<file path="src/sv/fsc_pkg.sv">
// ---------------------------------------------------------------------------
// fsc_pkg: shared constants for the floppy sector controller
// Opcodes, medium command codes, interrupt bits and default sizes.
// ---------------------------------------------------------------------------
package fsc_pkg;

  localparam int unsigned SectorBytes     = 128;
  localparam int unsigned SectorsPerTrack = 26;
  localparam int unsigned LastTrack       = 73;
  localparam int unsigned Drives          = 4;

  localparam logic [3:0] OpRead      = 4'd0;
  localparam logic [3:0] OpCheck     = 4'd1;
  localparam logic [3:0] OpReset     = 4'd2;
  localparam logic [3:0] OpDetach    = 4'd3;
  localparam logic [3:0] OpWrite     = 4'd4;
  localparam logic [3:0] OpControl   = 4'd5;
  localparam logic [3:0] OpFill      = 4'd6;
  localparam logic [3:0] OpReadDone  = 4'd7;
  localparam logic [3:0] OpDrain     = 4'd8;
  localparam logic [3:0] OpWriteDone = 4'd9;
  localparam logic [3:0] OpIntSpec   = 4'd10;

  localparam logic [1:0] CmdNone  = 2'd0;
  localparam logic [1:0] CmdRead  = 2'd1;
  localparam logic [1:0] CmdWrite = 2'd2;

  localparam logic [5:0] IrqHw    = 6'h08;
  localparam logic [5:0] IrqEnd   = 6'h10;
  localparam logic [5:0] IrqReady = 6'h20;

  // spec code per interrupt bit, bit 0 first
  function automatic logic [4:0] spec_code(input logic [2:0] bit_idx);
    logic [4:0] c;
    c = 5'd0;
    case (bit_idx)
      3'd0: c = 5'b11010;
      3'd1: c = 5'b01010;
      3'd2: c = 5'b10010;
      3'd3: c = 5'b00010;
      3'd4: c = 5'b00100;
      3'd5: c = 5'b00001;
      default: c = 5'd0;
    endcase
    return c;
  endfunction

endpackage

</file>
<file path="src/sv/fsc_ram.sv">
// ---------------------------------------------------------------------------
// fsc_ram: generic single-port RAM
// One write or read per cycle, read data registered.
// ---------------------------------------------------------------------------
module fsc_ram #(
  parameter int unsigned Width = 8,
  parameter int unsigned Depth = 128
) (
  input  logic                     clk_i,
  input  logic                     we_i,
  input  logic [$clog2(Depth)-1:0] addr_i,
  input  logic [Width-1:0]         wdata_i,
  output logic [Width-1:0]         rdata_o
);

  logic [Width-1:0] mem_q [Depth];

  always_ff @(posedge clk_i) begin
    if (we_i) begin
      mem_q[addr_i] <= wdata_i;
    end
    rdata_o <= mem_q[addr_i];
  end

endmodule

</file>
<file path="src/sv/floppy_sector_controller_unit.sv">
// ---------------------------------------------------------------------------
// floppy_sector_controller_unit: sector-buffered floppy controller
// One command or medium event word in, one status/result word out.
// ---------------------------------------------------------------------------
// Usage:
//   s_axis carries one word per command or medium event (op, data, index,
//   byte). m_axis returns exactly one result word per input word.
//   drive_attached_we_i/drive_attached_i write the medium-present mask.
// Timing:
//   Each word is accepted, decoded, then its result registered. A buffer
//   read or a drain adds a registered RAM read before the result. A detach
//   during buffer fill zero-pads the rest of the sector buffer one byte per
//   cycle; the single-port sector buffer sets this rate. One word is in
//   flight at a time; s_axis_tready is low while working or while a result
//   waits.
// Reset:
//   Address goes to drive 0, track 1, sector 1; interrupts cleared; buffer
//   contents undefined until written.
// Stall:
//   The result is held in the output register until m_axis_tready is high.
// ---------------------------------------------------------------------------
module floppy_sector_controller_unit #(
  parameter int unsigned SectorBytes     = fsc_pkg::SectorBytes,
  parameter int unsigned SectorsPerTrack = fsc_pkg::SectorsPerTrack,
  parameter int unsigned LastTrack       = fsc_pkg::LastTrack,
  parameter int unsigned Drives          = fsc_pkg::Drives
) (
  input  logic        clk_i,
  input  logic        rst_ni,
  input  logic        drive_attached_we_i,
  input  logic [3:0]  drive_attached_i,
  input  logic        s_axis_tvalid,
  output logic        s_axis_tready,
  // tdata: op[3:0], data_word[19:4], buf_index[26:20], medium_byte[34:27], pad
  input  logic [39:0] s_axis_tdata,
  output logic        m_axis_tvalid,
  input  logic        m_axis_tready,
  // tdata: io_status[0], read_data[8:1], medium_cmd[10:9], medium_drive[12:11],
  //        medium_sector_index[23:13], drain_byte[31:24], irq_pending[32],
  //        int_spec[37:33], pad
  output logic [39:0] m_axis_tdata
);

  localparam int unsigned AW = $clog2(SectorBytes);
  localparam int unsigned PW = AW + 1;

  localparam logic [2:0] StIdle   = 3'd0;
  localparam logic [2:0] StSectRd = 3'd1;
  localparam logic [2:0] StBufRd  = 3'd2;
  localparam logic [2:0] StBufWr  = 3'd3;
  localparam logic [2:0] StSectWr = 3'd4;

  // sequencer phases
  localparam logic [1:0] PhIdle = 2'd0;
  localparam logic [1:0] PhMem  = 2'd1;
  localparam logic [1:0] PhPad  = 2'd2;
  localparam logic [1:0] PhOut  = 2'd3;

  logic [1:0]  ph_q, ph_d;
  logic [2:0]  st_q, st_d;
  logic [1:0]  drv_q, drv_d;
  logic        side_q, side_d;
  logic [6:0]  trk_q, trk_d;
  logic [4:0]  sec_q, sec_d;
  logic [PW-1:0] pos_q, pos_d;
  logic        wpend_q, wpend_d, fready_q, fready_d, endf_q, endf_d;
  logic [5:0]  irq_q, irq_d;
  logic [3:0]  att_q;

  logic [3:0]  op_q;
  logic [15:0] dw_q;
  logic [6:0]  bi_q;
  logic [7:0]  mb_q;
  logic        mem_rd_q, mem_rd_d, mem_drain_q, mem_drain_d;

  logic        ost_q, ost_d;
  logic [7:0]  ord_q, ord_d, odr_q, odr_d;
  logic [1:0]  ocmd_q, ocmd_d, odrv_q, odrv_d;
  logic [10:0] oidx_q, oidx_d;
  logic [4:0]  ospec_q, ospec_d;

  logic          ram_we;
  logic [AW-1:0] ram_addr;
  logic [7:0]    ram_wdata, ram_rdata;

  fsc_ram #(.Width(8), .Depth(SectorBytes)) u_buf (
    .clk_i   (clk_i),
    .we_i    (ram_we),
    .addr_i  (ram_addr),
    .wdata_i (ram_wdata),
    .rdata_o (ram_rdata)
  );

  // input ready only when idle; result valid in PhOut once a pending buffer read has landed
  assign s_axis_tready = (ph_q == PhIdle);
  assign m_axis_tvalid = (ph_q == PhOut) && !mem_rd_q && !mem_drain_q;
  assign m_axis_tdata  = {2'b0, ospec_q, (irq_q != 6'd0), odr_q, oidx_q, odrv_q,
                          ocmd_q, ord_q, ost_q};

  // capture the input word
  always_ff @(posedge clk_i) begin
    if (s_axis_tvalid && s_axis_tready) begin
      op_q <= s_axis_tdata[3:0];
      dw_q <= s_axis_tdata[19:4];
      bi_q <= s_axis_tdata[26:20];
      mb_q <= s_axis_tdata[34:27];
    end
  end

  // helper values
  logic        present, disk_end, idx_ok;
  logic [10:0] lin_idx;
  logic [5:0]  ready_bits;
  always_comb begin
    present    = (32'(drv_q) < Drives) && att_q[drv_q];
    disk_end   = (32'(sec_q) == SectorsPerTrack) && (32'(trk_q) == LastTrack);
    idx_ok     = 32'(bi_q) < SectorBytes;
    lin_idx    = 11'(32'(trk_q) * SectorsPerTrack + 32'(sec_q) - 32'd1);
    ready_bits = fsc_pkg::IrqReady | (disk_end ? fsc_pkg::IrqEnd : 6'd0);
  end

  // main sequencer: decode in PhMem, zero-pad in PhPad, buffer data arrives in PhOut entry
  always_comb begin
    logic [5:0] sn;
    logic [7:0] tn;
    ph_d = ph_q; st_d = st_q; drv_d = drv_q; side_d = side_q; trk_d = trk_q;
    sec_d = sec_q; pos_d = pos_q; wpend_d = wpend_q; fready_d = fready_q;
    endf_d = endf_q; irq_d = irq_q;
    mem_rd_d = 1'b0; mem_drain_d = 1'b0;
    ost_d = ost_q; ord_d = ord_q; odr_d = odr_q; ocmd_d = ocmd_q;
    odrv_d = odrv_q; oidx_d = oidx_q; ospec_d = ospec_q;
    ram_we = 1'b0; ram_addr = pos_q[AW-1:0]; ram_wdata = 8'd0;
    sn = {1'b0, sec_q} + 6'd1; tn = {1'b0, trk_q};
    unique case (ph_q)
      PhIdle: begin
        if (s_axis_tvalid) ph_d = PhMem;
      end
      PhMem: begin
        ph_d = PhOut;
        ost_d = 1'b1; ord_d = 8'd0; odr_d = 8'd0; ocmd_d = fsc_pkg::CmdNone;
        odrv_d = 2'd0; oidx_d = 11'd0; ospec_d = 5'd0;
        case (op_q)
          fsc_pkg::OpRead: begin
            if (st_q == StIdle) begin
              if (!present) begin
                irq_d = fsc_pkg::IrqHw; fready_d = 1'b0;
              end else begin
                st_d = StSectRd; ocmd_d = fsc_pkg::CmdRead;
                odrv_d = drv_q; oidx_d = lin_idx;
              end
            end else if (st_q == StBufRd) begin
              mem_rd_d = 1'b1; ost_d = 1'b0; irq_d = 6'd0;
              pos_d = pos_q + PW'(1);
              if (32'(pos_d) >= SectorBytes) st_d = StIdle;
            end
          end
          fsc_pkg::OpCheck: ost_d = 1'b0;
          fsc_pkg::OpReset: begin
            st_d = StIdle; drv_d = 2'd0; side_d = 1'b0; trk_d = 7'd1;
            sec_d = 5'd1; pos_d = '0; wpend_d = 1'b0; fready_d = 1'b0;
            irq_d = 6'd0; ost_d = 1'b0;
          end
          fsc_pkg::OpDetach: begin
            if (st_q == StIdle) begin
              irq_d = 6'd0; ost_d = 1'b0;
            end else if (st_q == StBufRd) begin
              pos_d = '0; irq_d = fsc_pkg::IrqReady; fready_d = 1'b0; st_d = StIdle;
            end else if (st_q == StBufWr) begin
              ph_d = PhPad; st_d = StSectWr; fready_d = 1'b1;
              ocmd_d = fsc_pkg::CmdWrite; odrv_d = drv_q; oidx_d = lin_idx;
            end else if (st_q == StSectWr) begin
              fready_d = 1'b1; wpend_d = 1'b0;
            end
          end
          fsc_pkg::OpWrite: begin
            if (st_q == StIdle) begin
              if (!present) begin
                irq_d = fsc_pkg::IrqHw;
              end else begin
                irq_d = ready_bits; st_d = StBufWr; pos_d = '0;
              end
              fready_d = 1'b0;
            end else if (st_q == StBufWr) begin
              ram_we = 1'b1; ram_wdata = dw_q[7:0];
              pos_d = pos_q + PW'(1); irq_d = 6'd0; ost_d = 1'b0;
              if (32'(pos_d) >= SectorBytes) begin
                st_d = StSectWr; ocmd_d = fsc_pkg::CmdWrite;
                odrv_d = drv_q; oidx_d = lin_idx;
              end
            end else if (st_q == StSectWr) begin
              wpend_d = 1'b1;
            end
          end
          fsc_pkg::OpControl: begin
            if (st_q == StIdle) begin
              drv_d = {dw_q[15], dw_q[13]}; side_d = dw_q[12];
              trk_d = dw_q[11:5]; sec_d = dw_q[4:0]; pos_d = '0; ost_d = 1'b0;
            end
          end
          fsc_pkg::OpFill: begin
            if (st_q == StSectRd && idx_ok) begin
              ram_we = 1'b1; ram_addr = bi_q[AW-1:0]; ram_wdata = mb_q;
              ost_d = 1'b0;
            end
          end
          fsc_pkg::OpReadDone: begin
            if (st_q == StSectRd) begin
              irq_d = ready_bits; fready_d = 1'b0; pos_d = '0;
              st_d = StBufRd; ost_d = 1'b0;
            end
          end
          fsc_pkg::OpDrain: begin
            if (st_q == StSectWr && idx_ok) begin
              ram_addr = bi_q[AW-1:0]; mem_drain_d = 1'b1; ost_d = 1'b0;
            end
          end
          fsc_pkg::OpWriteDone: begin
            if (st_q == StSectWr) begin
              pos_d = '0; ost_d = 1'b0;
              if (fready_q) begin
                irq_d = fsc_pkg::IrqReady; fready_d = 1'b0;
              end
              st_d = StIdle;
            end
          end
          fsc_pkg::OpIntSpec: begin
            ost_d = 1'b0;
            for (int i = 5; i >= 0; i--) begin
              if (irq_q[i]) begin
                ospec_d = fsc_pkg::spec_code(3'(i));
                irq_d = irq_q & ~(6'd1 << i);
              end
            end
          end
          default: ost_d = 1'b0;
        endcase
        // address advance: end of buffer read, detach in buffer read,
        // write done; a pending write then restarts with the new address
        if ((op_q == fsc_pkg::OpRead && st_q == StBufRd && 32'(pos_d) >= SectorBytes)
            || (op_q == fsc_pkg::OpDetach && st_q == StBufRd)
            || (op_q == fsc_pkg::OpWriteDone && st_q == StSectWr)) begin
          pos_d = '0;
          if (32'(sn) > SectorsPerTrack) begin
            sn = 6'd1; tn = {1'b0, trk_q} + 8'd1;
            if (32'(tn) > LastTrack) begin
              tn = 8'd1; endf_d = 1'b1;
            end
          end
          sec_d = sn[4:0]; trk_d = tn[6:0];
          if (op_q == fsc_pkg::OpWriteDone && wpend_q) begin
            wpend_d = 1'b0; fready_d = 1'b0;
            if (!(32'(drv_q) < Drives && att_q[drv_q])) begin
              irq_d = fsc_pkg::IrqHw;
            end else begin
              irq_d = fsc_pkg::IrqReady |
                      ((32'(sn) == SectorsPerTrack && 32'(tn) == LastTrack)
                       ? fsc_pkg::IrqEnd : 6'd0);
              st_d = StBufWr;
            end
          end
        end
      end
      PhPad: begin
        // zero-fill the rest of the buffer, one byte per cycle
        if (32'(pos_q) < SectorBytes) begin
          ram_we = 1'b1; pos_d = pos_q + PW'(1);
        end else begin
          ph_d = PhOut;
        end
      end
      PhOut: begin
        if (mem_rd_q)    ord_d = ram_rdata;
        if (mem_drain_q) odr_d = ram_rdata;
        if (m_axis_tready && !mem_rd_q && !mem_drain_q) ph_d = PhIdle;
      end
      default: ph_d = PhIdle;
    endcase
  end

  always_ff @(posedge clk_i or negedge rst_ni) begin
    if (!rst_ni) begin
      ph_q <= PhIdle; st_q <= StIdle; drv_q <= 2'd0; side_q <= 1'b0;
      trk_q <= 7'd1; sec_q <= 5'd1; pos_q <= '0; wpend_q <= 1'b0;
      fready_q <= 1'b0; endf_q <= 1'b0; irq_q <= 6'd0; att_q <= 4'd0;
      mem_rd_q <= 1'b0; mem_drain_q <= 1'b0;
    end else begin
      ph_q <= ph_d; st_q <= st_d; drv_q <= drv_d; side_q <= side_d;
      trk_q <= trk_d; sec_q <= sec_d; pos_q <= pos_d; wpend_q <= wpend_d;
      fready_q <= fready_d; endf_q <= endf_d; irq_q <= irq_d;
      mem_rd_q <= mem_rd_d; mem_drain_q <= mem_drain_d;
      if (drive_attached_we_i) att_q <= drive_attached_i;
    end
  end

  always_ff @(posedge clk_i) begin
    ost_q <= ost_d; ord_q <= ord_d; odr_q <= odr_d; ocmd_q <= ocmd_d;
    odrv_q <= odrv_d; oidx_q <= oidx_d; ospec_q <= ospec_d;
  end

`ifndef ASSERT_OFF
  // result stays valid while stalled
  assert property (@(posedge clk_i) disable iff (!rst_ni)
    m_axis_tvalid && !m_axis_tready && !mem_rd_q && !mem_drain_q |=> m_axis_tvalid)
    else $error("result dropped while stalled");
  // no input taken while a result is pending
  assert property (@(posedge clk_i) disable iff (!rst_ni)
    m_axis_tvalid |-> !s_axis_tready)
    else $error("input accepted with result pending");
  // buffer position never passes the sector size
  assert property (@(posedge clk_i) disable iff (!rst_ni)
    32'(pos_q) <= SectorBytes)
    else $error("byte position out of range");
  // padding only happens in the sector write state
  assert property (@(posedge clk_i) disable iff (!rst_ni)
    ph_q == PhPad |-> st_q == StSectWr)
    else $error("padding outside sector write");
`endif

endmodule

</file>
<file path="config.mk">
export PLATFORM = sky130hd
export DESIGN_NAME = floppy_sector_controller_unit
export DESIGN_NICKNAME = d
export VERILOG_FILES = /design/src/sv/fsc_pkg.sv /design/src/sv/fsc_ram.sv /design/src/sv/floppy_sector_controller_unit.sv
export SDC_FILE = /design/constraint.sdc
export NUM_CORES = 1
export LEC_CHECK = 0
export BUFFER_PORTS_ARGS = -buffer_cell sky130_fd_sc_hd__clkbuf_2
export CAP_MARGIN = 25
export CORE_MARGIN = 2
export CORE_UTILIZATION = 30
export CTS_BUF_LIST = sky130_fd_sc_hd__clkbuf_4 sky130_fd_sc_hd__clkbuf_8 sky130_fd_sc_hd__clkbuf_16
export CTS_CLUSTER_SIZE = 40
export DETAILED_ROUTE_END_ITERATION = 12
export PLACE_DENSITY_LB_ADDON = 0.15
export SYNTH_ARGS = -nofsm -noshare
export SYNTH_HDL_FRONTEND = slang
export SYNTH_SLANG_ARGS = --single-unit
</file>
<file path="constraint.sdc">
create_clock -name clk_i -period 7.36 [get_ports clk_i]
set_input_delay 0.368 -clock clk_i [delete_from_list [all_inputs] [get_ports clk_i]]
set_output_delay 0.368 -clock clk_i [all_outputs]
set_load 0.05 [all_outputs]
</file>
==> impl_metrics.py <==
metrics = {
    "routing": {
        "drt.antenna.violating_nets": 0,
        "drc": 0,
        "vias": 26500,
        "viasPerCell": 4.97,
        "drtIter0Drc": 2056,
        "wirelength_mm": 122,
        "wl_per_cell_um": 23.0,
        "first_pass_iters": 5,
    },
    "worst_setup_path": {
        "path_cells": "nor3b_2 > a21oi_2 > nor4_4 > buf_4 > nor3_1 > a31oi_4 > buf_12 > o22ai_1 > o21ai_0 > a41oi_1 > or4_1",
        "end_kind": "flop",
        "crit_family": "compound AO/OA/AOI/OAI gates",
        "worst-path-buf-inv": 2,
        "arrival_ps": 5890,
        "worstPathRequired_ps": 7980,
        "critical_path_class": "flop to flop",
        "crit_path_start_kind": "flop",
        "critPathMaxStageDelay_ps": 890,
        "crit_fanout": 49,
        "cp_slowest_cell": "edfxtp_1",
    },
    "cells_and_area": {
        "multi_input_area_um2": 12100,
        "drive_gt1_share_pct": 11.7,
        "fin_area_um2": 54600,
        "syn2layout_area_growth_pct": 16.3,
        "utilization_pct": 35.1,
        "seq_area_um2": 34000,
        "fill_cells": 14800,
        "nNetsFinal": 3254,
    },
    "cts": {
        "path_clk_slew_ps": 60,
        "cts_sinks": 1143,
        "cts_tree": "built",
        "cts_setup_buffers": 0,
        "clk_latency_ps": 750,
        "cts_buffers": 120,
        "ctsRootBufferMaster": "clkbuf_16",
        "cts_max_path_buffers": 3,
        "cts-htree-levels": 3,
    },
    "sta": {
        "fmax_mhz": 190,
        "rsz0062_at_grt": "no",
        "final.period_utilization_pct": 71.6,
        "worst_pin_slew_ps": 1110,
        "finClkSkew_ps": 39.2,
        "drv_slew": 0,
        "holdWs_ps": 106,
        "hold_violations": 0,
        "finalSetupViolations": 0,
        "max_slew_margin_pct": 26.0,
        "fin_setup_tns_ps": 0,
        "post-route-min-period_ps": 5270,
    },
    "grt": {
        "grt_pass1_wl_mm": 179,
        "grt_max_degree": 129,
        "track_usage_pct": 15.1,
        "grt_pass1_vias": 26600,
        "overflow": 0,
        "grt_antenna_before_repair": 5,
    },
    "yosys": {
        "yosysSeqAreaShare_pct": 72.5,
        "yosys_warnings": 0,
        "synth-seq-cells": 1143,
        "synth_top_cell_area_share_pct": 69.9,
        "synth_area_leaders": "edfxtp_1 70%, mux2i_1 11%, o22ai_1 3.5%, dfrtp_1 2.1%, o21ai_0 1.8%",
        "yosysTopAreaCell": "edfxtp_1",
        "ys.flop_type": "edfxtp_1",
        "async_flop_share_pct": 3.59,
        "ys_types": 67,
        "synthCells": 3029,
        "netlist_area_um2": 47000,
        "synth_edf_count": 1094,
        "avgSynthCellArea_um2": 15.5,
    },
    "floorplan": {
        "die-area_um2": 160000,
        "die_h_um": 400,
        "rows": 145,
        "start_util_pct": 30.1,
        "die_x_um": 400,
        "core_area_um2": 156000,
        "ioPinCount": 91,
    },
    "placed_design": {
        "place_area_um2": 50000,
        "numPortBuffers": 81,
        "hpwl_mm": 74.7,
        "place_congestion": 0.809,
    },
    "power_and_ir_drop": {
        "p_leak_uw": 0.0207,
        "peakVddDrop_uv": 311,
        "powerDensity_nw_per_um2": 334,
    },
    "run": {
        "max_cap_viol_count": 0,
    },
    "outcome": {
        "outcome": "finished, final reports clean",
    },
    "min_path": {
        "hp-class": "input port to flop",
    },
}
power by group:
part           switching, µW  internal, µW  total (µW)
sequential               222          7280        7500
clock                   2560          3720        6270
combinational           2940          1520        4460
cell usage after synthesis, drive strengths merged, types with 20 or more instances:
master  number
buf        107
dfrtp       39
nor2       215
clkbuf      77
a41oi       32
inv         55
a21oi       62
nand3       20
ha          45
o21ai      183
mux2i      517
nand2       72
o22ai      264
edfxtp    1094
final cells by class:
class                      instances  share of cell area (%)
multi-input combinational       1648                    22.1
clock inverter                    83                    1.73
timing repair buffer             188                    2.89
tap                             2058                    4.71
clock buffer                     143                    5.88
antenna                            2                 0.00916
inverter                          55                   0.378
sequential                      1143                    62.3
logic make-up (layout without fill, tap and decap cells):
| logic type | count (synthesis) | in the layout | synth area share [%] |
|---|---|---|---|
| and+or+nand+nor | 416 | 416 | 4.06 |
| adders and majority gates | 49 | 49 | 1.37 |
| DFF | 1143 | 1143 | 72.5 |
| buffers and inverters | 239 | 469 | 2.22 |
| xor gates and xnor gates | 24 | 24 | 0.447 |
| muxes | 521 | 521 | 11.1 |
| other | 1 | 4 | 0.00798 |
| AOI/OAI and AO/OA | 636 | 636 | 8.33 |
flip-flops by register name (all words and copies together), names as in the netlist, 5 cells and up:
name	count
bi_q	7
dw_q	14
irq_q	6
mb_q	8
odr_q	8
oidx_q	11
ord_q	8
ospec_q	5
pos_q	8
sec_q	5
trk_q	7
u_buf.mem_q	1024
u_buf.rdata_o	8
metrics by stage:
stage | std cells | setup slack, ps | power [µW]
floorplan | 3030 | 1770 | 10800
global placement | 5041 | 2160 | 12100
detailed placement | 5048 | 2100 | 12100
CTS | 5316 | 2090 | 18400
global route | 5318 | 1910 | 19000
finish | 5320 | 2090 | 18200
routing by layer:
metal / vias up / GRT usage [%] / wire length, µm
met5: - / 0 / 0
met4: 0 / 4.28 / 2580
met3: 162 / 2.15 / 5720
met2: 728 / 25.3 / 59000
met1: 13400 / 20.4 / 54900
li1: 12200 / - / -
worst register-to-register path, stage by stage (launching register included):
cell      delay [ps]
edfxtp_1         890
nor3b_2          480
a21oi_2          110
nor4_4           330
buf_4            430
nor3_1           140
a31oi_4          600
buf_12           350
o22ai_1          290
o21ai_0          570
a41oi_1          410
or4_1            590
layout by cell type (no fill, tap or decap), types with 42 or more instances in the layout:
| cell | n |
|---|---|
| a21oi_1 | 61 |
| clkbuf_16 | 122 |
| clkbuf_2 | 82 |
| dlygate4sd3_1 | 42 |
| edfxtp_1 | 1094 |
| ha_1 | 44 |
| inv_1 | 55 |
| mux2i_1 | 516 |
| nand2_1 | 72 |
| nor2_1 | 207 |
| o21ai_0 | 168 |
| o22ai_1 | 264 |
worst paths after layout:
kind,endpoint,cells after the start,slack [ps],start
min in group asynchronous,drv_q[0]$_DFFE_PN0P_,3,280,rst_ni
worst max-delay path,u_buf.rdata_o[5]$_DFF_P_,11,2090,op_q[3]$_DFFE_PP_
worst min-delay path,ph_q[1]$_DFFE_PN0P_,5,110,m_axis_tready
max in group asynchronous,pos_q[0]$_DFFE_PN0P_,3,6670,rst_ni
worst max register to register,u_buf.rdata_o[5]$_DFF_P_,11,2090,op_q[3]$_DFFE_PP_
worst min register to register,drv_q[0]$_DFFE_PN0P_,2,530,dw_q[13]$_DFFE_PP_
timing repair:
action                    CTS  global route
hold buffers               42             0
gates resized for setup     0             0
hold endpoints to repair   76             0
No activity file was read; power rests on OpenSTA's default activity.
